## src/rtl/ecfm_pkg.sv

```systemverilog
// Shared types and constants for the encoder frame check and multi-turn unwrap.
// Holds the frame, queue entry and result layouts and the CRC-8 byte function.
// No dependencies.
package ecfm_pkg;

  localparam int ANGLE_BITS  = 21;
  localparam int ALARM_BITS  = 3;
  localparam int TURN_BITS   = 43;
  localparam int TOTAL_BITS  = 64;
  localparam int QUEUE_DEPTH = 2;
  localparam int IN_DATA_BITS  = 32;
  localparam int OUT_DATA_BITS = 224;

  localparam logic [7:0] CRC_POLY = 8'h07;

  // Register indexes of the configuration port.
  localparam logic [1:0] REG_ZERO_OFFSET = 2'd0;
  localparam logic [1:0] REG_DIR_INVERT  = 2'd1;
  localparam logic [1:0] REG_CRC_ENABLE  = 2'd2;

  // Frame disposition.
  typedef enum logic [1:0] {
    RC_ACCEPTED = 2'd0,
    RC_CRC_DROP = 2'd1,
    RC_BUS_DROP = 2'd2
  } result_code_t;

  // Input frame as it sits in tdata, highest byte first.
  typedef struct packed {
    logic [7:0] crc_byte;
    logic [7:0] angle_low_status_byte;
    logic [7:0] angle_mid_byte;
    logic [7:0] angle_high_byte;
  } in_data_t;

  // Classified frame passed from the front end to the back end.
  typedef struct packed {
    result_code_t          code;
    logic [ANGLE_BITS-1:0] angle;
    logic [ALARM_BITS-1:0] alarms;
  } entry_t;

  // Configuration seen by the back end.
  typedef struct packed {
    logic [ANGLE_BITS-1:0] angle_zero;
    logic                  direction_invert;
    logic                  clear_baseline;
  } back_cfg_t;

  // Result layout in tdata, raw_angle in the lowest bits.
  typedef struct packed {
    logic [5:0]                   pad;
    logic [31:0]                  crc_error_count;
    logic [31:0]                  bus_error_count;
    logic                         healthy;
    logic                         frame_fault;
    logic signed [TURN_BITS-1:0]  turn_count;
    logic signed [TOTAL_BITS-1:0] count_total;
    logic [ANGLE_BITS-1:0]        adjusted_angle;
    logic [ALARM_BITS-1:0]        alarm_bits;
    logic [ANGLE_BITS-1:0]        raw_angle;
  } out_data_t;

  // One byte of CRC-8, MSB first, no reflection.
  function automatic logic [7:0] crc8_byte(input logic [7:0] crc_in, input logic [7:0] data);
    logic [7:0] c;
    c = crc_in ^ data;
    for (int i = 0; i < 8; i++) begin
      if (c[7]) begin
        c = {c[6:0], 1'b0} ^ CRC_POLY;
      end else begin
        c = {c[6:0], 1'b0};
      end
    end
    return c;
  endfunction

endpackage

```

## src/rtl/ecfm_front.sv

```systemverilog
// Front end: accepts frames, checks bus error and CRC-8, and registers the
// classified entry for the queue. Depends on ecfm_pkg.
module ecfm_front (
  input  logic               clk,
  input  logic               rst_n,
  input  logic               crc_check_enable,
  input  logic               in_tvalid,
  output logic               in_tready,
  input  ecfm_pkg::in_data_t in_tdata,
  input  logic               in_tuser,
  output logic               push,
  output ecfm_pkg::entry_t   push_entry,
  input  logic               q_ready
);
  import ecfm_pkg::*;

  logic       fv_r, fv_nxt;
  entry_t     entry_r;
  entry_t     entry_nxt;
  logic [7:0] crc_calc;

  // CRC over the three data bytes, one byte step after another.
  assign crc_calc = crc8_byte(crc8_byte(crc8_byte(8'h00, in_tdata.angle_high_byte),
                                        in_tdata.angle_mid_byte),
                              in_tdata.angle_low_status_byte);

  // Classification: a bus error wins over the CRC check.
  always_comb begin
    entry_nxt.angle  = {in_tdata.angle_high_byte, in_tdata.angle_mid_byte,
                        in_tdata.angle_low_status_byte[7:3]};
    entry_nxt.alarms = in_tdata.angle_low_status_byte[2:0];
    priority if (in_tuser) begin
      entry_nxt.code = RC_BUS_DROP;
    end else if (crc_check_enable && (crc_calc != in_tdata.crc_byte)) begin
      entry_nxt.code = RC_CRC_DROP;
    end else begin
      entry_nxt.code = RC_ACCEPTED;
    end
  end

  assign in_tready  = !fv_r || q_ready;
  assign push       = fv_r && q_ready;
  assign push_entry = entry_r;

  always_comb begin
    fv_nxt = fv_r;
    if (in_tvalid && in_tready) begin
      fv_nxt = 1'b1;
    end else if (push) begin
      fv_nxt = 1'b0;
    end
  end

  always_ff @(posedge clk) begin
    if (!rst_n) begin
      fv_r <= 1'b0;
    end else begin
      fv_r <= fv_nxt;
    end
  end

  // Payload register, loaded on every transfer.
  always_ff @(posedge clk) begin
    if (in_tvalid && in_tready) begin
      entry_r <= entry_nxt;
    end
  end

endmodule

```

## src/rtl/ecfm_queue.sv

```systemverilog
// Short queue of classified frames between the front and back ends.
// Depends on ecfm_pkg.
module ecfm_queue (
  input  logic             clk,
  input  logic             rst_n,
  input  logic             push,
  input  ecfm_pkg::entry_t push_entry,
  output logic             q_ready,
  input  logic             pop,
  output logic             q_valid,
  output ecfm_pkg::entry_t q_entry
);
  import ecfm_pkg::*;

  localparam int PTR_BITS = (QUEUE_DEPTH > 1) ? $clog2(QUEUE_DEPTH) : 1;
  localparam int CNT_BITS = $clog2(QUEUE_DEPTH + 1);

  entry_t              mem_r [QUEUE_DEPTH];
  logic [PTR_BITS-1:0] wptr_r, wptr_nxt;
  logic [PTR_BITS-1:0] rptr_r, rptr_nxt;
  logic [CNT_BITS-1:0] cnt_r, cnt_nxt;

  assign q_ready = (cnt_r != CNT_BITS'(QUEUE_DEPTH));
  assign q_valid = (cnt_r != '0);
  assign q_entry = mem_r[rptr_r];

  // Pointer and fill count update.
  always_comb begin
    wptr_nxt = wptr_r;
    rptr_nxt = rptr_r;
    cnt_nxt  = cnt_r;
    if (push) begin
      wptr_nxt = (wptr_r == PTR_BITS'(QUEUE_DEPTH - 1)) ? '0 : wptr_r + PTR_BITS'(1);
    end
    if (pop) begin
      rptr_nxt = (rptr_r == PTR_BITS'(QUEUE_DEPTH - 1)) ? '0 : rptr_r + PTR_BITS'(1);
    end
    if (push && !pop) begin
      cnt_nxt = cnt_r + CNT_BITS'(1);
    end else if (pop && !push) begin
      cnt_nxt = cnt_r - CNT_BITS'(1);
    end
  end

  always_ff @(posedge clk) begin
    if (!rst_n) begin
      wptr_r <= '0;
      rptr_r <= '0;
      cnt_r  <= '0;
    end else begin
      wptr_r <= wptr_nxt;
      rptr_r <= rptr_nxt;
      cnt_r  <= cnt_nxt;
    end
  end

  // Entry storage, written at the tail.
  always_ff @(posedge clk) begin
    if (push) begin
      mem_r[wptr_r] <= push_entry;
    end
  end

endmodule

```

## src/rtl/ecfm_back.sv

```systemverilog
// Back end: applies classified frames to the held state, unwraps turns into
// a saturating total and builds the registered result. Depends on ecfm_pkg.
module ecfm_back #(
  parameter int ERROR_COUNT_BITS = 32
) (
  input  logic                clk,
  input  logic                rst_n,
  input  ecfm_pkg::back_cfg_t cfg,
  input  logic                q_valid,
  input  ecfm_pkg::entry_t    q_entry,
  output logic                pop,
  output logic                out_tvalid,
  input  logic                out_tready,
  output ecfm_pkg::out_data_t out_tdata,
  output logic [1:0]          out_tuser
);
  import ecfm_pkg::*;

  localparam logic signed [22:0] HALF_TURN  = 23'sd1048576;
  localparam logic signed [22:0] FULL_TURN  = 23'sd2097152;
  localparam logic [TOTAL_BITS-1:0] TOTAL_MAX = {1'b0, {(TOTAL_BITS-1){1'b1}}};
  localparam logic [TOTAL_BITS-1:0] TOTAL_MIN = {1'b1, {(TOTAL_BITS-1){1'b0}}};

  // Held state.
  logic                        base_r, base_nxt;
  logic [ANGLE_BITS-1:0]       prev_r, prev_nxt;
  logic signed [TOTAL_BITS-1:0] acc_r, acc_nxt;
  logic [ANGLE_BITS-1:0]       held_angle_r, held_angle_nxt;
  logic [ALARM_BITS-1:0]       held_alarms_r, held_alarms_nxt;
  logic                        fault_r, fault_nxt;
  logic [ERROR_COUNT_BITS-1:0] bus_cnt_r, bus_cnt_nxt;
  logic [ERROR_COUNT_BITS-1:0] crc_cnt_r, crc_cnt_nxt;

  // Pending result and output register.
  logic         pend_r, pend_nxt;
  result_code_t pend_code_r;
  logic         ov_r, ov_nxt;
  logic         pend_move;
  out_data_t    od_r, od_nxt;
  result_code_t oc_r;

  // Unwrap arithmetic.
  logic signed [22:0]           diff;
  logic signed [22:0]           wrapped;
  logic signed [22:0]           delta;
  logic [TOTAL_BITS-1:0]        sum;
  logic                         sum_ovf;

  // Result arithmetic.
  logic [ANGLE_BITS-1:0]        adj_base;
  logic [TOTAL_BITS-1:0]        turn_biased;

  assign pend_move = !ov_r || out_tready;
  assign pop       = q_valid && (!pend_r || pend_move);

  // Angle change across the half-turn boundary, direction applied.
  always_comb begin
    diff = $signed({2'b00, q_entry.angle}) - $signed({2'b00, prev_r});
    if (diff > HALF_TURN) begin
      wrapped = diff - FULL_TURN;
    end else if (diff < -HALF_TURN) begin
      wrapped = diff + FULL_TURN;
    end else begin
      wrapped = diff;
    end
    delta   = cfg.direction_invert ? -wrapped : wrapped;
    sum     = acc_r + {{(TOTAL_BITS-23){delta[22]}}, delta};
    sum_ovf = (acc_r[TOTAL_BITS-1] == delta[22]) && (sum[TOTAL_BITS-1] != acc_r[TOTAL_BITS-1]);
  end

  // State update for the frame taken from the queue; a baseline clear wins over it.
  always_comb begin
    base_nxt        = base_r;
    prev_nxt        = prev_r;
    acc_nxt         = acc_r;
    held_angle_nxt  = held_angle_r;
    held_alarms_nxt = held_alarms_r;
    fault_nxt       = fault_r;
    bus_cnt_nxt     = bus_cnt_r;
    crc_cnt_nxt     = crc_cnt_r;
    if (cfg.clear_baseline) begin
      base_nxt = 1'b0;
      acc_nxt  = '0;
    end else if (pop) begin
      unique case (q_entry.code)
        RC_BUS_DROP: begin
          bus_cnt_nxt = bus_cnt_r + ERROR_COUNT_BITS'(1);
        end
        RC_CRC_DROP: begin
          crc_cnt_nxt = crc_cnt_r + ERROR_COUNT_BITS'(1);
          fault_nxt   = 1'b1;
        end
        RC_ACCEPTED: begin
          fault_nxt       = 1'b0;
          held_angle_nxt  = q_entry.angle;
          held_alarms_nxt = q_entry.alarms;
          prev_nxt        = q_entry.angle;
          base_nxt        = 1'b1;
          if (!base_r) begin
            acc_nxt = '0;
          end else if (sum_ovf) begin
            acc_nxt = delta[22] ? TOTAL_MIN : TOTAL_MAX;
          end else begin
            acc_nxt = sum;
          end
        end
        default: begin
        end
      endcase
    end
  end

  always_ff @(posedge clk) begin
    if (!rst_n) begin
      base_r        <= 1'b0;
      prev_r        <= '0;
      acc_r         <= '0;
      held_angle_r  <= '0;
      held_alarms_r <= '0;
      fault_r       <= 1'b0;
      bus_cnt_r     <= '0;
      crc_cnt_r     <= '0;
    end else begin
      base_r        <= base_nxt;
      prev_r        <= prev_nxt;
      acc_r         <= acc_nxt;
      held_angle_r  <= held_angle_nxt;
      held_alarms_r <= held_alarms_nxt;
      fault_r       <= fault_nxt;
      bus_cnt_r     <= bus_cnt_nxt;
      crc_cnt_r     <= crc_cnt_nxt;
    end
  end

  // Result fields from the state left by the pending frame.
  always_comb begin
    adj_base    = held_angle_r - cfg.angle_zero;
    turn_biased = acc_r + (acc_r[TOTAL_BITS-1] ? TOTAL_BITS'((64'd1 << ANGLE_BITS) - 64'd1)
                                               : '0);
    od_nxt.pad             = '0;
    od_nxt.raw_angle       = held_angle_r;
    od_nxt.alarm_bits      = held_alarms_r;
    od_nxt.adjusted_angle  = cfg.direction_invert ? -adj_base : adj_base;
    od_nxt.count_total     = acc_r;
    od_nxt.turn_count      = turn_biased[TOTAL_BITS-1:ANGLE_BITS];
    od_nxt.frame_fault     = fault_r;
    od_nxt.healthy         = base_r && !fault_r && (held_alarms_r == '0);
    od_nxt.bus_error_count = 32'(bus_cnt_r);
    od_nxt.crc_error_count = 32'(crc_cnt_r);
  end

  // Pending flag and output valid.
  always_comb begin
    pend_nxt = pend_r;
    ov_nxt   = ov_r;
    if (pend_r && pend_move) begin
      ov_nxt = 1'b1;
    end else if (out_tready) begin
      ov_nxt = 1'b0;
    end
    if (pop) begin
      pend_nxt = 1'b1;
    end else if (pend_move) begin
      pend_nxt = 1'b0;
    end
  end

  always_ff @(posedge clk) begin
    if (!rst_n) begin
      pend_r <= 1'b0;
      ov_r   <= 1'b0;
    end else begin
      pend_r <= pend_nxt;
      ov_r   <= ov_nxt;
    end
  end

  // Payload registers.
  always_ff @(posedge clk) begin
    if (pop) begin
      pend_code_r <= q_entry.code;
    end
    if (pend_r && pend_move) begin
      od_r <= od_nxt;
      oc_r <= pend_code_r;
    end
  end

  assign out_tvalid = ov_r;
  assign out_tdata  = od_r;
  assign out_tuser  = oc_r;

endmodule

```

## src/rtl/encoder_frame_check_multiturn.sv

```systemverilog
// Top level of the encoder frame check and multi-turn unwrap.
// Instantiates ecfm_front, ecfm_queue and ecfm_back; uses ecfm_pkg.
//
// The block takes one received 32-bit encoder frame (21-bit angle) per
// transfer and returns one result per frame, in order. Frames are accepted
// at one per clock cycle while the output side does not stall; a result
// passes the front classify register, a queue slot, the state update and
// the output register. The unwrap and saturating 64-bit add are done
// combinationally in the back end state update. A two entry queue lets the
// front keep accepting while the output side stalls, until it fills.
// Writing the zero offset or the direction register clears the turn
// baseline; the next good frame starts a new total at zero.
module encoder_frame_check_multiturn #(
  parameter int ERROR_COUNT_BITS = 32
) (
  input  logic         clk,
  input  logic         rst_n,
  // Configuration write port.
  input  logic         cfg_we,
  input  logic [1:0]   cfg_index,
  input  logic [20:0]  cfg_wdata,
  // Frame input.
  input  logic         in_tvalid,
  output logic         in_tready,
  // Fields from bit 0: angle_high_byte, angle_mid_byte, angle_low_status_byte, crc_byte.
  input  logic [31:0]  in_tdata,
  // Fields from bit 0: bus_error.
  input  logic         in_tuser,
  // Result output.
  output logic         out_tvalid,
  input  logic         out_tready,
  // Fields from bit 0: raw_angle, alarm_bits, adjusted_angle, total count,
  // turn_count, CRC fault, healthy, bus_error_count, crc_error_count, zero pad.
  output logic [223:0] out_tdata,
  // Fields from bit 0: result_code.
  output logic [1:0]   out_tuser
);
  import ecfm_pkg::*;

  logic [ANGLE_BITS-1:0] angle_zero_r;
  logic                  dir_inv_r;
  logic                  crc_en_r;
  back_cfg_t             bcfg;
  logic                  push;
  entry_t                push_entry;
  logic                  q_ready;
  logic                  q_valid;
  entry_t                q_entry;
  logic                  pop;
  out_data_t             od;
  in_data_t              id;

  // Configuration registers.
  always_ff @(posedge clk) begin
    if (!rst_n) begin
      angle_zero_r <= '0;
      dir_inv_r    <= 1'b0;
      crc_en_r     <= 1'b1;
    end else if (cfg_we) begin
      if (cfg_index == REG_ZERO_OFFSET) begin
        angle_zero_r <= cfg_wdata[ANGLE_BITS-1:0];
      end
      if (cfg_index == REG_DIR_INVERT) begin
        dir_inv_r <= cfg_wdata[0];
      end
      if (cfg_index == REG_CRC_ENABLE) begin
        crc_en_r <= cfg_wdata[0];
      end
    end
  end

  assign bcfg.angle_zero       = angle_zero_r;
  assign bcfg.direction_invert = dir_inv_r;
  assign bcfg.clear_baseline   = cfg_we && ((cfg_index == REG_ZERO_OFFSET) ||
                                            (cfg_index == REG_DIR_INVERT));

  assign id = in_tdata;

  ecfm_front u_front (
    .clk              (clk),
    .rst_n            (rst_n),
    .crc_check_enable (crc_en_r),
    .in_tvalid        (in_tvalid),
    .in_tready        (in_tready),
    .in_tdata         (id),
    .in_tuser         (in_tuser),
    .push             (push),
    .push_entry       (push_entry),
    .q_ready          (q_ready)
  );

  ecfm_queue u_queue (
    .clk        (clk),
    .rst_n      (rst_n),
    .push       (push),
    .push_entry (push_entry),
    .q_ready    (q_ready),
    .pop        (pop),
    .q_valid    (q_valid),
    .q_entry    (q_entry)
  );

  ecfm_back #(
    .ERROR_COUNT_BITS (ERROR_COUNT_BITS)
  ) u_back (
    .clk        (clk),
    .rst_n      (rst_n),
    .cfg        (bcfg),
    .q_valid    (q_valid),
    .q_entry    (q_entry),
    .pop        (pop),
    .out_tvalid (out_tvalid),
    .out_tready (out_tready),
    .out_tdata  (od),
    .out_tuser  (out_tuser)
  );

  assign out_tdata = od;

  // A healthy result never shows a CRC fault or a raised alarm.
  assert property (@(posedge clk) disable iff (!rst_n)
    out_tvalid |-> !(od.healthy && (od.frame_fault || (od.alarm_bits != '0))))
    else $error("healthy set with fault or alarm");

  // The fault flag follows the disposition of checked frames.
  assert property (@(posedge clk) disable iff (!rst_n)
    (out_tvalid && (out_tuser == RC_CRC_DROP)) |-> od.frame_fault)
    else $error("CRC drop without fault flag");

  assert property (@(posedge clk) disable iff (!rst_n)
    (out_tvalid && (out_tuser == RC_ACCEPTED)) |-> !od.frame_fault)
    else $error("accepted frame with fault flag");

  // A nonzero turn count carries the sign of the total.
  assert property (@(posedge clk) disable iff (!rst_n)
    (out_tvalid && (od.turn_count != '0)) |->
      (od.turn_count[TURN_BITS-1] == od.count_total[TOTAL_BITS-1]))
    else $error("turn count sign differs from total");

endmodule

```

## config.mk

```make
export PLATFORM = sky130hd
export DESIGN_NAME = encoder_frame_check_multiturn
export DESIGN_NICKNAME = d
export VERILOG_FILES = /design/src/rtl/ecfm_pkg.sv /design/src/rtl/ecfm_front.sv /design/src/rtl/ecfm_queue.sv /design/src/rtl/ecfm_back.sv /design/src/rtl/encoder_frame_check_multiturn.sv
export SDC_FILE = /design/constraint.sdc
export NUM_CORES = 1
export LEC_CHECK = 0
export BUFFER_PORTS_ARGS = -buffer_cell sky130_fd_sc_hd__buf_2
export CAP_MARGIN = 20
export CORE_UTILIZATION = 45
export CTS_CLUSTER_SIZE = 10
export DETAILED_ROUTE_END_ITERATION = 6
export GPL_TIMING_DRIVEN = 0
export PLACE_DENSITY = 0.69
export SYNTH_ARGS = -nofsm -noshare
export SYNTH_HDL_FRONTEND = slang
export SYNTH_SLANG_ARGS = --single-unit
```

## constraint.sdc

```tcl
create_clock -name clk -period 16.6 [get_ports clk]
set_input_delay 3.32 -clock clk [delete_from_list [all_inputs] [get_ports clk]]
set_output_delay 3.32 -clock clk [all_outputs]
set_load 0.005 [all_outputs]
```

==> impl_metrics.toml <==
[outcome]
status = "complete, no violations"

[critical_path]
r2r_end = "u_back.acc_r[58]"
cp_slowest_cell = "o41ai_1"
path_class = "flop to flop"
crit_arrival_ns = 11.79
cp_max_fo = 41
cp_slowest_stage_delay_ns = 0.66
worst-path-buf-inv = 6
cp-start-kind = "flop"
cpLargestDelayFamily = "compound AO/OA/AOI/OAI gates"
reg2reg_slack_ns = 5.30
end_kind = "flop"
r2r_cells = 35
worstPathRequired_ns = 17.09

[layout]
fillers = 4963
instances_no_fill = 3573
final_common_cell = "edfxtp_1"
final_cell_mix = "edfxtp_1, buf_2, nand2_1"
multiInputGateArea_sq_um = 12000
syn_to_final_growth_pct = 16.9
register_area_sq_um = 12700
fin_nets = 2966
finalInstanceArea_sq_um = 29700
drive_gt1_share_pct = 15.4

[synth]
synthAdderAreaFrac_pct = 6.66
synth-edff-count = 300
synth_top_family_by_area = "compound AO/OA/AOI/OAI gates"
synth-simple-area-share_pct = 14.4
syn_area_sq_um = 25400
synth_seq_cells = 485
ys_seq_area_share_pct = 50.0
yosys.area_share.xor_xnor_pct = 9.67
ys_async_sr_fraction_pct = 0
synth.area.mux_share_pct = 1.48
synth_cells = 2417
ys.warnings.count = 0
synth.distinct_cells = 83
synth_flop_cell = "edfxtp_1"
synth_compound_area_share_pct = 14.8
synth.avg_cell_area_sq_um = 10.5

[floorplanning]
fp.dieW_microns = 240
rows = 86
num_io_pins = 289
start_util_pct = 45.8
die_h_microns = 240
die_area_sq_um = 57500
coreArea_sq_um = 55500

[clock_network]
cts_resized = 0
insertion_delay_ns = 0.62
cts-root-buf = "clkbuf_16"
tritoncts = "built"
post_cts_buffers = 0
clockBufferDepth = 3
clk_pin_slew_worst_paths_ns = 0.06
cts_sinks = 485
cts_made_buffers = 56
holdBufCountCts = 0
htree_levels = 2

[placement]
routabilityCongestion = 0.935
dp_slack_ns = 5.40
place_inst = 3460
placed_area_sq_um = 28000
dpl.hpwl_microns = 50100
port_buffers = 282

[timing]
hold_viol = 0
rsz0062_at_grt = "no"
slew_headroom_pct = 36.2
layout_setup_ws_ns = 5.30
slew_viol_final = 0
fin_crit_sh_pct = 68.1
setup_viol = 0
finalClockSkew_ns = 0.0336
max_freq_ghz = 0.0885
hold_ws_ns = 0.429
worstMarginPinSlew_ns = 0.956
fin_crit_ns = 11.30

[grt]
grt_pass1_wl_microns = 101000
overflow = 0
antenna_found_initial = 7
grt_pass1_vias = 18700
grt_max_degree = 42
grtUsageTotal_pct = 22.3

[hold_path]
holdPathEnd = "u_queue.mem_r[1][18]"
hold_class = "flop to flop"
holdPathStages = 0
holdCritStartpoint = "u_front.push_entry[18]"

[route]
firstDrtPassIters = 5
viasPerCell = 5.43
ant_nets = 0
drc = 0
initialDrtViolationCount = 1057
vias = 19400
post_drt_wl_per_cell_microns = 18.2
wl_microns = 65100

[power_and_ir_drop]
powerDensity_nw_per_um2 = 158
leakage_nw = 12.1
ir_worst_vdd_mv = 0.0903
finalPower_mw = 4.71

[run]
drv_cap = 0
==> routing by layer <==
metal	global-route usage (%)	vias to the layer above	part of all wire [%]	routed length, microns
met5	0	-	0	0
met4	7.60	0	2.6	1670
met3	2.80	106	4.7	3060
met2	37.8	522	49	31800
met1	29.4	9285	44	28600
li1	-	9473	-	-
==> kinds of logic after synthesis <==
group / Yosys count
buf+inv: 185
fa+ha+maj: 133
xor+xnor: 281
compound gates: 565
mux: 35
flops: 485
simple gates: 732
other cells: 1
==> stage by stage <==
step	setup TNS, ns	util (%)
final	0	53.6
after global placement	-281.73	50.1
after CTS	0	53.5
after floorplan	0	-
after global routing	0	53.6
after detailed placement	0	50.4
==> worst reg2reg max path: cells and delay by family, from the launching register on <==
family	cells	cell delay [ns]
buffers and inverters	6	2.06
muxes	1	0.48
adders and majority gates	3	1.24
and+or+nand+nor	8	1.87
AOI/OAI and AO/OA	16	4.74
xor gates and xnor gates	1	0.50
DFF	1	0.30
==> state kept, by name (all words and copies together) (netlist names), 3 cells and up, named ones only <==
name and flops:
u_queue.mem_r 52, u_front.push_entry 26, u_back.crc_cnt_r 32, u_back.acc_r 64, angle_zero_r 21, u_back.out_tdata 218
u_back.bus_cnt_r 32, u_back.held_alarms_r 3, u_back.prev_r 21
==> Yosys cell counts, types with 21 or more instances <==
master	number	area share (%)
nand2_1	272	4.0
edfxtp_1	300	35
o211a_1	27	1.1
xnor2_1	209	7.2
a21boi_0	38	1.1
nor2b_1	22	0.54
o21a_1	22	0.65
nand3_1	65	1.3
and3_1	40	0.98
clkbuf_1	69	1.0
o21ai_1	21	0.41
a21o_1	67	2.0
and2_1	79	1.9
nor3_1	34	0.67
o21ai_0	121	2.4
or3_1	40	0.98
inv_1	87	1.3
dfxtp_1	185	15
nand4_1	31	0.76
a21oi_1	130	2.6
ha_1	129	6.3
nor2_1	80	1.2
xor2_1	72	2.5
==> worst max-delay path by stage <==
| stage | startpoint | end | cells after the start |
|---|---|---|---|
| final | flop | u_back.acc_r[58] | 35 |
| after global routing | flop | u_back.acc_r[44] | 35 |
| after floorplan | out_tready | u_back.out_tdata[0] | 2 |
| after global placement | out_tready | u_back.out_tdata[0] | 3 |
| after CTS | flop | u_back.acc_r[58] | 35 |
| after detailed placement | flop | u_back.acc_r[44] | 35 |
==> power breakdown <==
group          switching (mW)  internal, mW
combinational            1.24         0.756
clock                   0.476         0.663
sequential             0.0760          1.49
total                    1.79          2.91
==> final cells by class <==
type                            count  share of cell area (%)
Antenna cell                        7                  0.0589
Sequential cell                   485                    42.7
Inverter                           87                    1.10
Tap cell                          748                    3.15
Buffer                             98                    1.47
Clock inverter                      7                   0.374
Clock buffer                       97                    5.33
Timing Repair Buffer              292                    5.44
Multi-Input combinational cell   1752                    40.3
No activity file was read; power rests on OpenSTA's default activity.
